### src/rtl/ltdc_pkg.sv
package ltdc_pkg;

  localparam int unsigned CFG_INDEX_W = 3;
  localparam int unsigned CFG_DATA_W  = 16;

  localparam logic [CFG_INDEX_W-1:0] CFG_SETTLE_TICKS = 3'd0;
  localparam logic [CFG_INDEX_W-1:0] CFG_PROBE_OFFSET = 3'd1;
  localparam logic [CFG_INDEX_W-1:0] CFG_DEADBAND     = 3'd2;
  localparam logic [CFG_INDEX_W-1:0] CFG_STEP_SIZE    = 3'd3;
  localparam logic [CFG_INDEX_W-1:0] CFG_HOLD_TICKS   = 3'd4;

  localparam logic [15:0] SETTLE_TICKS_RESET = 16'd30;
  localparam logic [11:0] PROBE_OFFSET_RESET = 12'd20;
  localparam logic [11:0] DEADBAND_RESET     = 12'd15;
  localparam logic [11:0] STEP_SIZE_RESET    = 12'd10;
  localparam logic [15:0] HOLD_TICKS_RESET   = 16'd10;
  localparam logic [15:0] CENTER_RESET       = 16'd1500;

  typedef enum logic [2:0] {
    PH_LEFT  = 3'd0,
    PH_RIGHT = 3'd1,
    PH_UP    = 3'd2,
    PH_DOWN  = 3'd3,
    PH_HOLD  = 3'd4
  } phase_t;

  typedef struct packed {
    logic [15:0] settle_ticks;
    logic [11:0] probe_offset;
    logic [11:0] deadband;
    logic [11:0] step_size;
    logic [15:0] hold_ticks;
  } cfg_t;

  typedef struct packed {
    phase_t      phase;
    logic [15:0] tick_count;
    logic [11:0] reading_left;
    logic [11:0] reading_right;
    logic [11:0] reading_up;
    logic [15:0] center_pan;
    logic [15:0] center_tilt;
    logic [15:0] pan_level;
    logic [15:0] tilt_level;
  } state_t;

  typedef struct packed {
    logic [15:0] pan_drive;
    logic [15:0] tilt_drive;
    logic [15:0] center_pan;
    logic [15:0] center_tilt;
    logic [2:0]  probe_phase;
    logic        cycle_done;
  } result_t;

  function automatic logic [15:0] sat_add16(input logic [15:0] a, input logic [11:0] b);
    logic [16:0] s;
    s = {1'b0, a} + {5'b0, b};
    return s[16] ? 16'hFFFF : s[15:0];
  endfunction

  function automatic logic [15:0] sat_sub16(input logic [15:0] a, input logic [11:0] b);
    logic [15:0] bw;
    bw = {4'b0, b};
    return (a > bw) ? (a - bw) : 16'd0;
  endfunction

endpackage

### src/rtl/ltdc_step.sv
module ltdc_step (
  input  ltdc_pkg::cfg_t    cfg,
  input  ltdc_pkg::state_t  cur,
  input  logic [11:0]       light_sample,
  output ltdc_pkg::state_t  nxt,
  output ltdc_pkg::result_t res
);

  ltdc_pkg::phase_t ph;
  logic [15:0]      tc;
  logic [15:0]      tc1;
  logic             latch;
  logic             done;
  logic [12:0]      left_lim;
  logic [12:0]      right_lim;
  logic [12:0]      up_lim;
  logic [12:0]      down_lim;
  logic [15:0]      pan_new;
  logic [15:0]      tilt_new;

  // Center correction: the down sample is the one arriving on this tick.
  always_comb begin
    left_lim  = {1'b0, cur.reading_right} + {1'b0, cfg.deadband};
    right_lim = {1'b0, cur.reading_left} + {1'b0, cfg.deadband};
    up_lim    = {1'b0, light_sample} + {1'b0, cfg.deadband};
    down_lim  = {1'b0, cur.reading_up} + {1'b0, cfg.deadband};

    pan_new = cur.center_pan;
    if ({1'b0, cur.reading_left} > left_lim) begin
      pan_new = ltdc_pkg::sat_sub16(cur.center_pan, cfg.step_size);
    end else if ({1'b0, cur.reading_right} > right_lim) begin
      pan_new = ltdc_pkg::sat_add16(cur.center_pan, cfg.step_size);
    end

    tilt_new = cur.center_tilt;
    if ({1'b0, cur.reading_up} > up_lim) begin
      tilt_new = ltdc_pkg::sat_add16(cur.center_tilt, cfg.step_size);
    end else if ({1'b0, light_sample} > down_lim) begin
      tilt_new = ltdc_pkg::sat_sub16(cur.center_tilt, cfg.step_size);
    end
  end

  always_comb begin
    nxt  = cur;
    done = 1'b0;
    case (cur.phase)
      ltdc_pkg::PH_LEFT, ltdc_pkg::PH_RIGHT, ltdc_pkg::PH_UP,
      ltdc_pkg::PH_DOWN, ltdc_pkg::PH_HOLD: begin
        ph = cur.phase;
        tc = cur.tick_count;
      end
      default: begin
        ph = ltdc_pkg::PH_LEFT;
        tc = 16'd0;
      end
    endcase
    nxt.phase = ph;
    tc1       = tc + 16'd1;
    latch     = (tc1 >= cfg.settle_ticks) || (tc1 == 16'd0);
    nxt.tick_count = tc1;

    case (ph)
      ltdc_pkg::PH_HOLD: begin
        nxt.pan_level  = cur.center_pan;
        nxt.tilt_level = cur.center_tilt;
        if (tc1 >= cfg.hold_ticks) begin
          nxt.phase      = ltdc_pkg::PH_LEFT;
          nxt.tick_count = 16'd0;
        end
      end
      ltdc_pkg::PH_RIGHT: begin
        nxt.pan_level = ltdc_pkg::sat_add16(cur.center_pan, cfg.probe_offset);
        if (latch) begin
          nxt.tick_count    = 16'd0;
          nxt.reading_right = light_sample;
          nxt.phase         = ltdc_pkg::PH_UP;
        end
      end
      ltdc_pkg::PH_UP: begin
        nxt.tilt_level = ltdc_pkg::sat_add16(cur.center_tilt, cfg.probe_offset);
        if (latch) begin
          nxt.tick_count = 16'd0;
          nxt.reading_up = light_sample;
          nxt.phase      = ltdc_pkg::PH_DOWN;
        end
      end
      ltdc_pkg::PH_DOWN: begin
        nxt.tilt_level = ltdc_pkg::sat_sub16(cur.center_tilt, cfg.probe_offset);
        if (latch) begin
          nxt.tick_count  = 16'd0;
          nxt.center_pan  = pan_new;
          nxt.center_tilt = tilt_new;
          nxt.pan_level   = pan_new;
          nxt.tilt_level  = tilt_new;
          done            = 1'b1;
          nxt.phase       = (cfg.hold_ticks == 16'd0) ? ltdc_pkg::PH_LEFT : ltdc_pkg::PH_HOLD;
        end
      end
      default: begin
        nxt.pan_level = ltdc_pkg::sat_sub16(cur.center_pan, cfg.probe_offset);
        if (latch) begin
          nxt.tick_count   = 16'd0;
          nxt.reading_left = light_sample;
          nxt.phase        = ltdc_pkg::PH_RIGHT;
        end
      end
    endcase

    res.pan_drive   = nxt.pan_level;
    res.tilt_drive  = nxt.tilt_level;
    res.center_pan  = nxt.center_pan;
    res.center_tilt = nxt.center_tilt;
    res.probe_phase = nxt.phase;
    res.cycle_done  = done;
  end

endmodule

### src/rtl/light_tracker_dither_control.sv
// Dithering light tracker. Each accepted item is one millisecond tick with a
// light sample; every tick yields exactly one result item with the servo
// drives, the tracked centers, the probe phase and a flag on the correction
// tick. One item is taken per clock unless stalled; a tick's state update is
// one pass of 16-bit add/compare logic into the state registers; results go
// to an output register backed by a one-entry skid register, so sample_stall
// rises only when both are full. Configuration registers are written through
// cfg_write/cfg_index/cfg_data; user rule, not enforced: no item in flight.
module light_tracker_dither_control (
  input  logic                             clk,
  input  logic                             rst,
  input  logic                             cfg_write,
  input  logic [ltdc_pkg::CFG_INDEX_W-1:0] cfg_index,
  input  logic [ltdc_pkg::CFG_DATA_W-1:0]  cfg_data,
  input  logic                             sample_valid,
  output logic                             sample_stall,
  input  logic [11:0]                      light_sample,
  output logic                             result_valid,
  input  logic                             result_stall,
  output logic [15:0]                      pan_drive,
  output logic [15:0]                      tilt_drive,
  output logic [15:0]                      center_pan_out,
  output logic [15:0]                      center_tilt_out,
  output logic [2:0]                       probe_phase,
  output logic                             cycle_done
);

  ltdc_pkg::cfg_t    cfg;
  ltdc_pkg::state_t  state;
  ltdc_pkg::state_t  state_next;
  ltdc_pkg::result_t res_next;
  ltdc_pkg::result_t out_reg;
  ltdc_pkg::result_t skid_reg;
  logic              skid_valid;
  logic              accept;
  logic              take;

  assign sample_stall = skid_valid;
  assign accept       = sample_valid && !sample_stall;
  assign take         = result_valid && !result_stall;

  always_ff @(posedge clk) begin
    if (rst) begin
      cfg.settle_ticks <= ltdc_pkg::SETTLE_TICKS_RESET;
      cfg.probe_offset <= ltdc_pkg::PROBE_OFFSET_RESET;
      cfg.deadband     <= ltdc_pkg::DEADBAND_RESET;
      cfg.step_size    <= ltdc_pkg::STEP_SIZE_RESET;
      cfg.hold_ticks   <= ltdc_pkg::HOLD_TICKS_RESET;
    end else if (cfg_write) begin
      case (cfg_index)
        ltdc_pkg::CFG_SETTLE_TICKS: cfg.settle_ticks <= cfg_data;
        ltdc_pkg::CFG_PROBE_OFFSET: cfg.probe_offset <= cfg_data[11:0];
        ltdc_pkg::CFG_DEADBAND:     cfg.deadband     <= cfg_data[11:0];
        ltdc_pkg::CFG_STEP_SIZE:    cfg.step_size    <= cfg_data[11:0];
        ltdc_pkg::CFG_HOLD_TICKS:   cfg.hold_ticks   <= cfg_data;
        default: ;
      endcase
    end
  end

  ltdc_step u_step (
    .cfg          (cfg),
    .cur          (state),
    .light_sample (light_sample),
    .nxt          (state_next),
    .res          (res_next)
  );

  always_ff @(posedge clk) begin
    if (rst) begin
      state.phase         <= ltdc_pkg::PH_LEFT;
      state.tick_count    <= 16'd0;
      state.reading_left  <= 12'd0;
      state.reading_right <= 12'd0;
      state.reading_up    <= 12'd0;
      state.center_pan    <= ltdc_pkg::CENTER_RESET;
      state.center_tilt   <= ltdc_pkg::CENTER_RESET;
      state.pan_level     <= ltdc_pkg::CENTER_RESET;
      state.tilt_level    <= ltdc_pkg::CENTER_RESET;
    end else if (accept) begin
      state <= state_next;
    end
  end

  // Output register with a skid entry behind it.
  always_ff @(posedge clk) begin
    if (rst) begin
      result_valid <= 1'b0;
      skid_valid   <= 1'b0;
    end else if (skid_valid) begin
      if (take) begin
        skid_valid <= 1'b0;
      end
    end else if (accept) begin
      if (!result_valid || take) begin
        result_valid <= 1'b1;
      end else begin
        skid_valid <= 1'b1;
      end
    end else if (take) begin
      result_valid <= 1'b0;
    end
  end

  always_ff @(posedge clk) begin
    if (skid_valid) begin
      if (take) begin
        out_reg <= skid_reg;
      end
    end else if (accept) begin
      if (!result_valid || take) begin
        out_reg <= res_next;
      end else begin
        skid_reg <= res_next;
      end
    end
  end

  assign pan_drive       = out_reg.pan_drive;
  assign tilt_drive      = out_reg.tilt_drive;
  assign center_pan_out  = out_reg.center_pan;
  assign center_tilt_out = out_reg.center_tilt;
  assign probe_phase     = out_reg.probe_phase;
  assign cycle_done      = out_reg.cycle_done;

  a_done_phase: assert property (@(posedge clk) disable iff (rst)
    result_valid && cycle_done |->
      probe_phase == ltdc_pkg::PH_HOLD || probe_phase == ltdc_pkg::PH_LEFT)
    else $error("correction flagged outside hold or left phase");

  a_skid_behind_out: assert property (@(posedge clk) disable iff (rst)
    skid_valid |-> result_valid)
    else $error("skid entry full while output register empty");

  a_accept_shows: assert property (@(posedge clk) disable iff (rst)
    accept |=> result_valid)
    else $error("accepted item produced no result");

endmodule

### config.mk
export PLATFORM = sky130hd
export DESIGN_NAME = light_tracker_dither_control
export DESIGN_NICKNAME = d
export VERILOG_FILES = /design/src/rtl/ltdc_pkg.sv /design/src/rtl/ltdc_step.sv /design/src/rtl/light_tracker_dither_control.sv
export SDC_FILE = /design/constraint.sdc
export NUM_CORES = 1
export LEC_CHECK = 0
export ABC_CLOCK_PERIOD_IN_PS = 6000
export BUFFER_PORTS_ARGS = -buffer_cell sky130_fd_sc_hd__clkbuf_2
export CORE_ASPECT_RATIO = 1.25
export CORE_UTILIZATION = 45
export CTS_BUF_LIST = sky130_fd_sc_hd__clkbuf_16
export DETAILED_ROUTE_END_ITERATION = 16
export HOLD_SLACK_MARGIN = 0.08
export MAX_ROUTING_LAYER = met4
export PLACE_DENSITY_LB_ADDON = 0.05
export SETUP_SLACK_MARGIN = 0.5
export SYNTH_ARGS = -nofsm -noshare
export SYNTH_HDL_FRONTEND = slang
export SYNTH_HIERARCHICAL = 1
export SYNTH_SLANG_ARGS = --single-unit
export TNS_END_PERCENT = 30
### constraint.sdc
create_clock -name clk -period 6 [get_ports clk]
set_clock_uncertainty 0.05 [all_clocks]
set_input_delay 0.9 -clock clk [delete_from_list [all_inputs] [get_ports clk]]
set_output_delay 0.9 -clock clk [all_outputs]
set_load 0.05 [all_outputs]
# After elaboration in Yosys (flattened, before gate mapping)
# Index checks and enable logic that the tools add are counted.
# totals
regBits	325
latchBits	0
ram_bits	0
mem_bits_ro	0
input_bits	36
output_inout_bits	70
wordCells	133
mem_count	0
# op_classes
addsub	13
n_mul	0
n_div	0
n_lt_le_gt_ge	10
n_eq_ne	14
n_shift	0
mux	38
n_bitwise	3
n_reduce_logical	27
# ops
operator	n
$mux W68	4
$mux W16	13
$mux W19	4
$pmux W19 S4	1
$add A16 B12 Y17	4
$gt A16 B12 Y1	4
$mux W64	1
$pmux W16 S4	1
$sub A16 B12 Y16	4
$add A12 B12 Y13	4
$gt A12 B13 Y1	4
$pmux W16 S3	1
$ge A16 B16 Y1	2
$logic_not A16 Y1	2
$mux W32	1
$mux W31	1
$eq A3 B2 Y1 const B	6
$reduce_and A3 Y1	6
$add A16 B1 Y16 const B	1
$reduce_and A2 Y1	5
$eq A3 B1 Y1 const B	3
$eq A3 B3 Y1 const B	3
$mux W1	9
$logic_not A3 Y1	2
other kinds (9)	19

# Logic depth before layout (Yosys ltp)
# logic_depth
word_depth	11
ltp_mapped	24
ltp_nobuf	22

# Cells and area by module
# Netlist, hierarchy kept.
# by_module_without_submodules
module	n_inst	cells_per_inst	area_per_inst_um2	seq_area_each_um2
ltdc_step	1	1792	12459.4	0.0
light_tracker_dither_control	1	1024	11536.1	7867.5

# Least setup slack after synthesis
# Ideal clock, no wire load.
# synth_timing
path_type	input -> register
startpoint	in sample_valid
endpoint	reg out_reg, in the netlist center_pan_out[0], enable pin
setup_time_ps	516
t_arrival_ps	4730
t_required_ps	5434
path_slack_ps	703
path_stages	4
n_path_buf	1
cell_sequence	nor2b_2 -> buf_1 -> a21oi_1 -> a21oi_1
# synth_via
elab_chain_cells	3
# synth_rtl
item	line	rtl
from (decl)	light_tracker_dither_control.sv:15	input logic sample_valid,
$logic_and A1 B1 Y1	light_tracker_dither_control.sv:39	assign accept = sample_valid && !sample_stall;
$reduce_bool A2 Y1 (no line)	--	
$reduce_and A3 Y1 (no line)	--	
to (signal assigned)	light_tracker_dither_control.sv:108	out_reg <= skid_reg;
to (signal assigned)	light_tracker_dither_control.sv:112	out_reg <= res_next;
to (decl)	light_tracker_dither_control.sv:32	ltdc_pkg::result_t out_reg;
# Every way passes these cells.
# A chain may end at the register's enable or synchronous reset.

==> summary.txt <==
Clocking
  – CTS buffer count: 38
  – Worst-case clock buffer depth: 3
  – Clock root buffer: clkbuf_16
  – CTS tree: built
  – Worst skew pair latency: 0.57 ns
  – Reg clk slew, reported paths: 0.06 ns
  – CTS Sinks: 325
  – CTS H-tree lvls: 2

Global routing
  – Remaining Overflow, GRT: 0
  – Pin count of the biggest net entering global routing: 132
  – GRT Util Overall: 28.0%
  – First-pass GRT wire length: 115 mm
  – Initial antenna violation count: 0
  – Vias in the first global route: 20000

Critical path
  – CP Data Required Time: 6.27 ns
  – CP arrival: 5.56 ns
  – Reg-to-reg endpoint: tilt_drive[0]
  – R2r setup slk: 0.77 ns
  – Worst-path fanout max: 5
  – Crit Path Class: primary input to flip-flop
  – Element type at the critical path start: primary input
  – RR Startpoint: cfg[29]
  – Worst Setup End Kind: flip-flop
  – Worst Reg2Reg Path Length in Cells: 21

Power and ir drop
  – Pwr Total: 0.00572 W
  – Leak: 10.4 nW
  – VDD IR max: 186 µV
  – Comb power frac: 17.6%
  – Int Power: 0.00400 W
  – Flop pwr share: 43.3%
  – Sw frac: 30.1%
  – Power share of the clock group: 39.1%
  – Power per cell area: 221 nW/µm²
  – Net switching power figure: 0.00172 W

Layout
  – Most frequent cells in the layout: nand2_1 (457), a21oi_1 (284), ha_1 (225)
  – Layout cells sized above 1: 13.1%
  – Final instance area: 25800 µm²
  – ANT cells: 0
  – Largest register FFs: 119
  – Commonest non-fill, non-tap cell in the layout: nand2_1
  – Post-Layout Cell Count: 3483
  – Fin nets: 3057
  – Area grow syn2layout: 7.72%
  – FILL cells: 5089

Hold path
  – Classification of the worst-slack hold path: flip-flop to flip-flop
  – Min-Delay Path Depth: 2
  – Hold endpoint: state[5]
  – Hold path start: state[5]

Timing
  – Slew Limit Fails: 0
  – Final number of hold-violating endpoints: 0
  – Final setup TNS: 0 ns
  – Post-layout min period: 5.30 ns
  – Unrepaired setup endpoints after global routing: yes
  – Tcrit/Tclk final: 88.3%
  – Setup violators final: 0
  – Slew HR: 26.2%
  – F_max: 0.189 GHz
  – Worst hold margin: 0.404 ns
  – Worst-Margin Slew: 1.11 ns

Floorplanning
  – DIE WIDTH: 209 µm
  – Starting density of the core: 45.5%
  – Die height: 260 µm
  – Die ar.: 54300 µm²
  – Site Rows: 94
  – Core area: 52700 µm²
  – Ports: 106

Detailed routing
  – Vias: 20300
  – Post-DRT Antenna Nets: 0
  – Number of DRC violations after detailed-routing iteration 0: 1355
  – Routed WL per cell: 21.4 µm
  – Avg Vias per Cell: 5.84
  – Drt pass-1 iters: 5
  – WL final: 74.7 mm
  – DRC violations left: 0

Placed design
  – Placed cell count: 3409
  – Port-buffer cells: 105
  – RePlAce Congestion: 0.958
  – DP Wirelength: 55.8 mm
  – DP Area: 24500 µm²

Yosys
  – Yosys warning count: 6
  – Asr flop ratio synth: 0%
  – Syn_nets: 3090
  – Mean Syn Cell Area: 8.52 µm²
  – Top_reg_cell synth: dfxtp_1
  – Post-synthesis sequential area ratio: 32.8%
  – Register bit total from synthesis: 325
  – Yosys cell types: 96
  – Cells after Synth: 2816
  – Synthesized area: 24000 µm²
  – Post-synth EDFFs: 136

Outcome
  – Status: complete, no violations

Flow run
  – Max-cap violations: 0
-- worst max path at each step --
| stage | startpoint | to | cells after the start |
|---|---|---|---|
| 2_1_floorplan | sample_valid | center_pan_out[0] | 4 |
| 3_3_place_gp | light_sample[1] | tilt_drive[0] | 22 |
| 3_5_place_dp | light_sample[1] | tilt_drive[0] | 22 |
| 4_1_cts | state[117] | pan_drive[12] | 18 |
| 5_1_grt | cfg[28] | center_pan_out[13] | 22 |
| 6_report | light_sample[1] | tilt_drive[0] | 22 |
-- cells in the mapped netlist, drive strengths merged (7+ instances only) --
cell type,count,area [µm²]
a211o,10,87.6
a211oi,20,150
a21o,53,398
a21oi,293,1470
a221o,9,90.1
a221oi,10,100
a222oi,10,100
a31oi,23,144
and2,13,83.8
and3,21,131
buf,152,983
clkbuf,71,268
dfxtp,189,3780
edfxtp,136,4080
fa,12,240
ha,226,2830
inv,134,503
mux2,100,1130
mux2i,18,180
nand2,461,1740
nand2b,39,244
nand3,46,230
nand3b,34,255
nand4,25,163
nor2,164,618
nor2b,32,203
nor3,59,307
nor4,20,131
o2111ai,7,61.3
o211ai,14,105
o21a,28,210
o21ai,102,514
o21bai,15,113
o221ai,12,105
o22ai,13,81.3
o311ai,8,85.1
o31ai,14,105
o41ai,8,88.8
or2,10,62.6
or3,10,62.6
xnor2,62,543
xor2,51,447
-- logic make-up (layout without fill, tap and decap cells) --
family | Yosys count | after routing | share of synthesized area [%]
simple gates | 962 | 962 | 18.7
compound gates | 703 | 703 | 18.8
buf+inv | 357 | 352 | 7.31
flops | 325 | 325 | 32.8
fa+ha+maj | 238 | 238 | 12.8
mux | 118 | 118 | 5.44
xor+xnor | 113 | 113 | 4.12
-- critical path, stage by stage --
cell and delay [ns]:
clkbuf_2 0.11, ha_1 0.31, a21o_1 0.19, a21oi_1 0.24
o21bai_1 0.10, a21oi_1 0.23, nor2b_1 0.09, o2111ai_1 0.19
nand3_1 0.14, o41ai_1 0.36, xor2_1 0.13, ha_1 0.33
o221ai_1 0.13, a211o_1 0.29, a21oi_2 0.32, nand2_2 0.21
a21oi_1 0.23, buf_4 0.18, o21a_1 0.13, nor3_1 0.07
o32a_1 0.41, mux2_2 0.27
-- repair_timing --
action	CTS	global route
pin swaps	1	1
gates resized for setup	5	32
buffers inserted	4	2
setup endpoints to repair	37	204
hold buffers	0	0
-- metal layers --
metal	GRT usage, %	vias to the layer above	wire (µm)
met5	-	-	0
li1	-	9887	-
met3	2.98	116	2960
met1	34.7	9822	33400
met4	10.1	0	2710
met2	47.2	521	35600
-- cell type report --
type | count | area (µm²) | area share [%]
multi-input cells | 2134 | 14600 | 56.3
flip-flops and latches | 325 | 7880 | 30.5
clock buffers | 38 | 951 | 3.68
repair buffers | 150 | 877 | 3.39
well taps | 672 | 841 | 3.25
inverters | 134 | 503 | 1.95
clock inverters | 30 | 243 | 0.939
-- power by group through the flow --
stage                     clock [W]  sequential [W]  combinational, W
after floorplan                   0         0.00264          0.000636
after global placement            0         0.00252          0.000981
after detailed placement          0         0.00252          0.000988
after CTS                   0.00230         0.00248          0.000995
after global routing        0.00238         0.00249           0.00109
final                       0.00224         0.00248           0.00100
-- stage by stage --
step                setup WS, ns  util (%)
finish                     0.705      49.1
global route               0.433      49.1
CTS                        0.508      48.8
detailed placement       -0.0621      46.4
global placement          0.0347      46.4
floorplan                  0.703         -
(Power assumes the default switching activity.)
